**config.mk**
```make
export PLATFORM = sky130hd
export DESIGN_NAME = length_prefixed_packet_deframer
export DESIGN_NICKNAME = d
export VERILOG_FILES = /design/src/lppd_pkg.sv /design/src/lppd_fsm.sv /design/src/lppd_outreg.sv /design/src/length_prefixed_packet_deframer.sv
export SDC_FILE = /design/constraint.sdc
export NUM_CORES = 1
export LEC_CHECK = 0
export BUFFER_PORTS_ARGS = -buffer_cell sky130_fd_sc_hd__buf_4
export CAP_MARGIN = 20
export CORE_UTILIZATION = 46
export DETAILED_ROUTE_END_ITERATION = 12
export GPL_TIMING_DRIVEN = 0
export PLACE_DENSITY = 0.65
export SYNTH_ARGS = -nofsm -noshare
export SYNTH_HDL_FRONTEND = slang
export SYNTH_HIERARCHICAL = 1
export SYNTH_SLANG_ARGS = --single-unit
```
**constraint.sdc**
```tcl
create_clock -name clk_i -period 4.5 [get_ports clk_i]
set_input_delay 0.225 -clock clk_i [delete_from_list [all_inputs] [get_ports clk_i]]
set_output_delay 0.225 -clock clk_i [all_outputs]
set_load 0.01 [all_outputs]
```
**src/lppd_pkg.sv**
```systemverilog
package lppd_pkg;

  // Configuration register indexes
  localparam logic RegStartByte = 1'b0;
  localparam logic RegMaxLen    = 1'b1;

  // Event codes
  localparam logic [1:0] EvNone     = 2'd0;
  localparam logic [1:0] EvPayload  = 2'd1;
  localparam logic [1:0] EvComplete = 2'd2;
  localparam logic [1:0] EvError    = 2'd3;

  localparam logic [7:0] CheckBytes      = 8'd4;
  localparam logic [7:0] StartByteReset  = 8'd0;
  localparam logic [7:0] MaxLenReset     = 8'd255;

  typedef struct packed {
    logic       req_type;
    logic [7:0] rx_byte;
  } in_t;

  typedef struct packed {
    logic [1:0]  event_res;
    logic [7:0]  payload_byte;
    logic [7:0]  payload_index;
    logic [7:0]  packet_cmd;
    logic [7:0]  packet_len;
    logic [31:0] packet_check;
  } out_t;

  typedef struct packed {
    logic       we;
    logic       idx;
    logic [7:0] wdata;
  } cfg_t;

endpackage

```
**src/lppd_fsm.sv**
```systemverilog
module lppd_fsm (
  input  logic          clk_i,
  input  logic          rst_ni,
  input  logic          step_i,
  input  lppd_pkg::in_t  in_i,
  input  lppd_pkg::cfg_t cfg_i,
  output lppd_pkg::out_t res_o
);

  typedef enum logic [2:0] {
    PhHunt,
    PhCmd,
    PhLen,
    PhData,
    PhCheck,
    PhComplete,
    PhError
  } phase_e;

  phase_e      phase_q, phase_d;
  logic [7:0]  count_q, count_d;
  logic [7:0]  cmd_q, cmd_d;
  logic [7:0]  len_q, len_d;
  logic [31:0] check_q, check_d;
  logic [7:0]  start_q, max_len_q;
  logic [7:0]  count_inc;
  logic [31:0] check_upd;

  assign count_inc = count_q + 8'd1;

  always_comb begin
    check_upd = check_q;
    check_upd[{count_q[1:0], 3'b000} +: 8] = in_i.rx_byte;
  end

  always_comb begin
    phase_d = phase_q;
    count_d = count_q;
    cmd_d   = cmd_q;
    len_d   = len_q;
    check_d = check_q;
    res_o   = '0;
    if (in_i.req_type) begin
      phase_d = PhHunt;
      count_d = '0;
    end else begin
      unique case (phase_q)
        PhHunt: begin
          if (in_i.rx_byte == start_q) phase_d = PhCmd;
        end
        PhCmd: begin
          cmd_d   = in_i.rx_byte;
          phase_d = PhLen;
        end
        PhLen: begin
          if (in_i.rx_byte > max_len_q) begin
            phase_d = PhError;
          end else begin
            len_d   = in_i.rx_byte;
            count_d = '0;
            phase_d = (in_i.rx_byte == 8'd0) ? PhCheck : PhData;
          end
        end
        PhData: begin
          res_o.event_res     = lppd_pkg::EvPayload;
          res_o.payload_byte  = in_i.rx_byte;
          res_o.payload_index = count_q;
          count_d             = count_inc;
          if (count_inc >= len_q) begin
            count_d = '0;
            phase_d = PhCheck;
          end
        end
        PhCheck: begin
          check_d = check_upd;
          count_d = count_inc;
          if (count_inc >= lppd_pkg::CheckBytes) begin
            phase_d            = PhComplete;
            res_o.event_res    = lppd_pkg::EvComplete;
            res_o.packet_cmd   = cmd_q;
            res_o.packet_len   = len_q;
            res_o.packet_check = check_upd;
          end
        end
        default: begin
          // complete or error: drop the byte and report
          res_o.event_res = lppd_pkg::EvError;
          phase_d         = PhHunt;
          count_d         = '0;
        end
      endcase
    end
  end

  always_ff @(posedge clk_i or negedge rst_ni) begin
    if (!rst_ni) begin
      phase_q   <= PhHunt;
      count_q   <= '0;
      cmd_q     <= '0;
      len_q     <= '0;
      check_q   <= '0;
      start_q   <= lppd_pkg::StartByteReset;
      max_len_q <= lppd_pkg::MaxLenReset;
    end else begin
      if (step_i) begin
        phase_q <= phase_d;
        count_q <= count_d;
        cmd_q   <= cmd_d;
        len_q   <= len_d;
        check_q <= check_d;
      end
      if (cfg_i.we) begin
        unique case (cfg_i.idx)
          lppd_pkg::RegStartByte: start_q   <= cfg_i.wdata;
          lppd_pkg::RegMaxLen:    max_len_q <= cfg_i.wdata;
          default: ;
        endcase
      end
    end
  end

endmodule

```
**src/lppd_outreg.sv**
```systemverilog
module lppd_outreg (
  input  logic          clk_i,
  input  logic          rst_ni,
  input  logic          load_i,
  input  lppd_pkg::out_t res_i,
  output logic          ready_o,
  output logic          valid_o,
  input  logic          out_ready_i,
  output lppd_pkg::out_t data_o
);

  logic          valid_q, valid_d;
  lppd_pkg::out_t data_q;

  // free when empty or when the held result leaves this cycle
  assign ready_o = !valid_q || out_ready_i;

  always_comb begin
    valid_d = valid_q;
    if (load_i) valid_d = 1'b1;
    else if (out_ready_i) valid_d = 1'b0;
  end

  always_ff @(posedge clk_i or negedge rst_ni) begin
    if (!rst_ni) begin
      valid_q <= 1'b0;
    end else begin
      valid_q <= valid_d;
    end
  end

  always_ff @(posedge clk_i) begin
    if (load_i) data_q <= res_i;
  end

  assign valid_o = valid_q;
  assign data_o  = data_q;

endmodule

```
**src/length_prefixed_packet_deframer.sv**
```systemverilog
// Channel   Direction  Handshake                  Payload
// in        input      in_valid_i / in_ready_o    in_data_i  (req_type, rx_byte)
// out       output     out_valid_o / out_ready_i  out_data_o (event and packet fields)
// cfg       input      cfg_we_i                   cfg_idx_i, cfg_wdata_i
//
// One result per input transaction, registered and valid in the cycle after acceptance.
// One transaction per cycle while in_ready_o is high; the only result storage is the single result register.
// in_ready_o drops only while a result waits and out_ready_i is low.
// Reset: hunting for the start byte, start byte 0, maximum length 255.
module length_prefixed_packet_deframer (
  input  logic          clk_i,
  input  logic          rst_ni,
  input  logic          in_valid_i,
  output logic          in_ready_o,
  input  lppd_pkg::in_t  in_data_i,
  output logic          out_valid_o,
  input  logic          out_ready_i,
  output lppd_pkg::out_t out_data_o,
  input  logic          cfg_we_i,
  input  logic          cfg_idx_i,
  input  logic [7:0]    cfg_wdata_i
);

  logic           accept;
  lppd_pkg::out_t  res;
  lppd_pkg::cfg_t  cfg;

  assign accept    = in_valid_i && in_ready_o;
  assign cfg.we    = cfg_we_i;
  assign cfg.idx   = cfg_idx_i;
  assign cfg.wdata = cfg_wdata_i;

  lppd_fsm u_fsm (
    .clk_i  (clk_i),
    .rst_ni (rst_ni),
    .step_i (accept),
    .in_i   (in_data_i),
    .cfg_i  (cfg),
    .res_o  (res)
  );

  lppd_outreg u_outreg (
    .clk_i       (clk_i),
    .rst_ni      (rst_ni),
    .load_i      (accept),
    .res_i       (res),
    .ready_o     (in_ready_o),
    .valid_o     (out_valid_o),
    .out_ready_i (out_ready_i),
    .data_o      (out_data_o)
  );

endmodule

```
Word level (Yosys, flattened, before mapping)

Cells that the tools add are included.
Widths: inputs -> output; s select.

Add/sub/neg operators: 2
Multiply operators: 0
Divide/modulo/power cells: 0
Order comparisons: 3
Equality and inequality tests: 10
Shift-type cells: 2
Muxes and demuxes: 16
Bitwise gates (word level): 6
Reductions and logical operators: 17

Operators by type and width:

| cell                   | count |
|---|---|
| $bwmux 32              | 1 |
| $pmux 8 s4             | 1 |
| $shift 8x7->32 const A | 1 |
| $shiftx 8x7->32        | 1 |
| $mux 8                 | 3 |
| $mux 3                 | 6 |
| $pmux 3 s5             | 1 |
| $ne 3x2->1 const B     | 3 |
| $reduce_and 3->1       | 3 |
| $add 8x1->8 const B    | 1 |
| $eq 8x8->1             | 1 |
| $ge 8x3->1 const B     | 1 |
| $ge 8x8->1             | 1 |
| $gt 8x8->1             | 1 |
| $logic_not 8->1        | 1 |
| $reduce_and 4->1       | 2 |
| $neg 5->7              | 1 |
| $eq 3x2->1 const B     | 2 |
| $not 1->1              | 6 |
| $pmux 2 s3             | 1 |
| $reduce_or 3->1        | 2 |
| $reduce_and 2->1       | 2 |
| $reduce_or 2->1        | 2 |
| $eq 3x1->1 const B     | 1 |
| other kinds (10)       | 11 |

Register bits after elaboration: 142
Bits in latches: 0
RAM bits: 0
Bits in read-only memories: 0
Input bits: 23
Output and inout bits: 68
Word-level logic and storage cells: 70
Memories kept: 0

Logic depth before layout (Yosys ltp)

Word-level depth: 5
Gate-level depth with buffers: 11
Depth with buffers taken out: 10

Modules after synthesis

Netlist, hierarchy kept.

By module, submodules not included:

| module                          | instances | cells an instance | area an instance (µm²) | seq. area each (µm²) |
|---|---|---|---|---|
| lppd_fsm                        | 1         | 477               | 4563.1                 | 1886.8 |
| lppd_outreg                     | 1         | 69                | 2029.4                 | 2006.9 |
| length_prefixed_packet_deframer | 1         | 1                 | 6.3                    | 0.0 |

Least setup slack after synthesis

OpenSTA, ideal clock, no wires.

Path type: reg-to-reg
Start point: register u_outreg.valid_q, in the netlist u_outreg/valid_o
End point: register u_fsm.cmd_q[0]
Library setup time: 125 ps
Arrival: 3699 ps
Data required time: 4375 ps
Slack: 676 ps
Stages on the path, launching flop included: 6
Path buffers: 0
Cell sequence: dfrtp_1 nand2b_4 and2_1 nand2_1 nor4b_2 mux2_2

Word-level cells in the longest chain between the ends: 4

Ends and longest elaborated chain:

| element                           | RTL line                              | RTL |
|---|---|---|
| start, declared                   | lppd_outreg.sv:12                     | `logic valid_q, valid_d;` |
| start signal, assigned            | lppd_outreg.sv:28                     | `valid_q <= valid_d;` |
| $logic_not 1->1                   | lppd_outreg.sv:16                     | `assign ready_o = !valid_q \|\| out_ready_i;` |
| $logic_or 1x1->1                  | lppd_outreg.sv:16                     |  |
| named net in_ready_o              | length_prefixed_packet_deframer.sv:14 | `output logic in_ready_o,` |
| $logic_and 1x1->1                 | length_prefixed_packet_deframer.sv:28 | `assign accept = in_valid_i && in_ready_o;` |
| named net accept                  | length_prefixed_packet_deframer.sv:24 | `logic accept;` |
| $reduce_and 3->1 (no source line) | --                                    |  |
| end signal, assigned              | lppd_fsm.sv:108                       | `cmd_q <= cmd_d;` |
| end, declared                     | lppd_fsm.sv:22                        | `logic [7:0] cmd_q, cmd_d;` |

The timed path passes the listed nets, and every way through them passes these cells.
A chain may end at the register's enable or synchronous reset.

Worst setup path after layout

Start point: register u_fsm.count_q[1]
End point: register u_fsm.count_q[5]

Word-level cells in the longest chain between the ends: 5

Ends and longest elaborated chain:

| element                | RTL line        | RTL |
|---|---|---|
| start, declared        | lppd_fsm.sv:21  | `logic [7:0] count_q, count_d;` |
| start signal, assigned | lppd_fsm.sv:107 | `count_q <= count_d;` |
| $add 8x1->8 *          | lppd_fsm.sv:29  | `assign count_inc = count_q + 8'd1;` |
| $ge 8x8->1             | lppd_fsm.sv:69  | `if (count_inc >= len_q) begin` |
| $mux 8                 | lppd_fsm.sv:69  |  |
| $pmux 8 s4 *           | lppd_fsm.sv:47  | `unique case (phase_q)` |
| $mux 8 *               | lppd_fsm.sv:43  | `if (in_i.req_type) begin` |

Every way passes the cells marked *; elsewhere a longest branch is shown, timed or not.

==> metrics.cfg <==
[run_status]
status = finished clean

[synth]
synth.largest_area_cell = edfxtp_1
syn_inst = 547
synth_seq_cells = 142
synthFlopType = dfrtp_1
synth_area_leaders = edfxtp_1, dfrtp_1, a22o_1, mux2_2, ha_1
syn-num-nets = 591
yosysUniqueCellTypes = 55
ys_async_sr_fraction = 0.535
syn_area_per_cell_sq_um = 12.1
synth_edf_count = 66
synth_area_sq_um = 6600
yosysSeqAreaShare = 0.590
yosysWarnings = 6
synth_top_area_share = 0.300

[setup_path]
worstSetupStartpointType = flop
crit_fanout = 10
critPathCaptureType = flop
path_class = reg -> reg
cp.required_ps = 4830
critical_path_arrival_ps = 3470

[worst_hold_path]
min_path_type = in -> reg

[clock_tree]
root_buffer = clkbuf_16
clkSinkCount = 142
cts_tree = built
cts_inserted_buffers = 17
clockBufferDepth = 2
cts_htree_levels = 4
post_cts_resized = 0
clkSlewWorstSetupHoldPaths_ps = 60
clock_latency_ps = 420

[timing]
rsz0062_at_grt = false
setup_viol = 0
fin_skew_ps = 16.1
period_share = 0.698
fin_tns_setup_ps = 0
timing.fmax_mhz = 318
finalHoldViolCount = 0
slew_viol_final = 0
fin_crit_ps = 3140
tightestPinTransition_ps = 1020
relSlewSlack = 0.316
fin_ws_ps = 1360

[floorplanning]
io_pins = 91
die-height_um = 122
core_area_sq_um = 13900
dieArea_sq_um = 14800
placementRows = 43
die-width_um = 122
start_util = 0.474

[finish]
final_common_cell = buf_4
seqCellArea_sq_um = 3890
n_antenna_cell = 0
final_cell_mix = buf_4, dfrtp_1, edfxtp_1
multiInputGateArea_sq_um = 2490
area_growth_pct = 23.8
nets = 701
nFillCells = 1135
layout-drive-gt1-share = 0.269

[global_routing]
grt_pass1_vias = 4538
grt_antenna_before_repair = 0
gr-total-overflow = 0
grt_pass1_wl_um = 23300
grt_max_degree = 77
grt_util_all_layers = 0.211

[placement]
dpl_worst_slack_ps = 1350
gp_congestion = 0.911
port_buffers = 89
dpl.hpwl_um = 9630

[power_and_ir_drop]
leakagePower_nw = 3.51
p_per_area_nw_per_um2 = 439
fin_total_pwr_w = 0.00359
vdd_drop_max_uv = 265

[job]
max_cap_viol_count = 0

[drt]
wl_per_cell_um = 17.0
firstDrtPassIters = 5
drc = 0
ant_nets = 0
wl_um = 14400
first_iter_violations = 265
via_per_inst = 5.40
num_vias = 4589

[synthesized netlist by cell type, types with 3 or more instances]
library cell	n
nor3_1	10
nand2_1	21
edfxtp_1	66
clkbuf_1	20
nor2_1	49
nand4_1	4
mux2_2	24
xnor2_1	10
ha_1	21
or3_1	4
o21ai_0	10
o31ai_1	3
dfrtp_1	68
and2_1	27
a22o_1	33
a21oi_1	39
nor2b_1	34
nand3_1	6
inv_1	23
mux2_4	8
a21o_1	4
a211oi_1	3
dfstp_2	8
nand2b_1	4
buf_2	6
nor4_1	3
[state kept, by name, summed over array words and instances, names as in the netlist, 3 cells and up]
name	count
u_fsm/len_q	8
u_fsm/start_q	8
u_fsm/phase_q	3
u_fsm/max_len_q	8
u_outreg/data_o	66
u_fsm/count_q	8
u_fsm/check_q	32
u_fsm/cmd_q	8
[area by class of cell]
type | count | area share
Buffer | 30 | 0.0165
Clock buffer | 22 | 0.0581
Clock inverter | 10 | 0.0198
Inverter | 23 | 0.0106
Multi-Input combinational cell | 352 | 0.304
Sequential cell | 142 | 0.477
Tap cell | 180 | 0.0276
Timing Repair Buffer | 91 | 0.0864
[report_power, final]
| part | internal (W) | switching, W |
|---|---|---|
| Clock | 0.000970 | 0.000516 |
| Combinational | 0.000248 | 0.000265 |
| Sequential | 0.00152 | 0.0000726 |
[final timing paths]
check                           slack, ps                        endpoint  cells past startpoint                          start
worst max-delay path                 1360    u_fsm/count_q[5]$_DFFE_PN0P_                     11   u_fsm/count_q[1]$_DFFE_PN0P_
worst min-delay path                   40  u_fsm/max_len_q[6]$_DFFE_PN1P_                      2                 cfg_wdata_i[6]
worst max register to register       1360    u_fsm/count_q[5]$_DFFE_PN0P_                     11   u_fsm/count_q[1]$_DFFE_PN0P_
worst min register to register        490   u_fsm/check_q[30]$_DFFE_PN0P_                      1  u_fsm/check_q[30]$_DFFE_PN0P_
max in group asynchronous            3660  u_fsm/max_len_q[0]$_DFFE_PN1P_                      3                         rst_ni
min in group asynchronous             230      u_fsm/cmd_q[6]$_DFFE_PN0P_                      2                         rst_ni
[routing by layer]
layer,routed length [um],GRT usage
met5,0,0
met4,192,0.0833
met3,884,0.0627
met2,6850,0.330
met1,6520,0.276
[critical path: stages (launching register included)]
cell      delay [ps]
dfrtp_1          440
ha_1             330
clkbuf_1         380
nand2b_1         180
nand2_1           60
ha_1             270
o211ai_1          80
a21oi_1           70
nor4_1           530
o21ai_0          350
nand2b_1         220
o21ai_0          140
[cell families after synthesis]
group,Yosys count,synth area share
AND/OR/NAND/NOR,176,0.144
flip-flops,142,0.590
AO/OA/AOI/OAI,111,0.117
buffers and inverters,53,0.0336
multiplexers,32,0.0592
adder cells (fa/ha/maj),21,0.0398
XOR/XNOR,12,0.0159
[through the flow]
| stage | hold slack (ps) | cells | instance area [sq um] | util |
|---|---|---|---|---|
| 3_5_place_dp | 458 | 816 | 7490 | 0.538 |
| 6_report | 41.8 | 850 | 8170 | 0.586 |
| 4_1_cts | 5.32 | 848 | 8130 | 0.583 |
| 2_1_floorplan | -70.6 | 547 | 6600 | - |
| 5_1_grt | 33.1 | 850 | 8170 | 0.586 |
| 3_3_place_gp | 445 | 816 | 7490 | 0.538 |
[what timing repair did]
action / in CTS / in global routing
hold buffers: 0 / 1
setup buffers: 0 / 0
endpoints found under the hold margin: 0 / 19
Power figures use the tool's default switching activity.
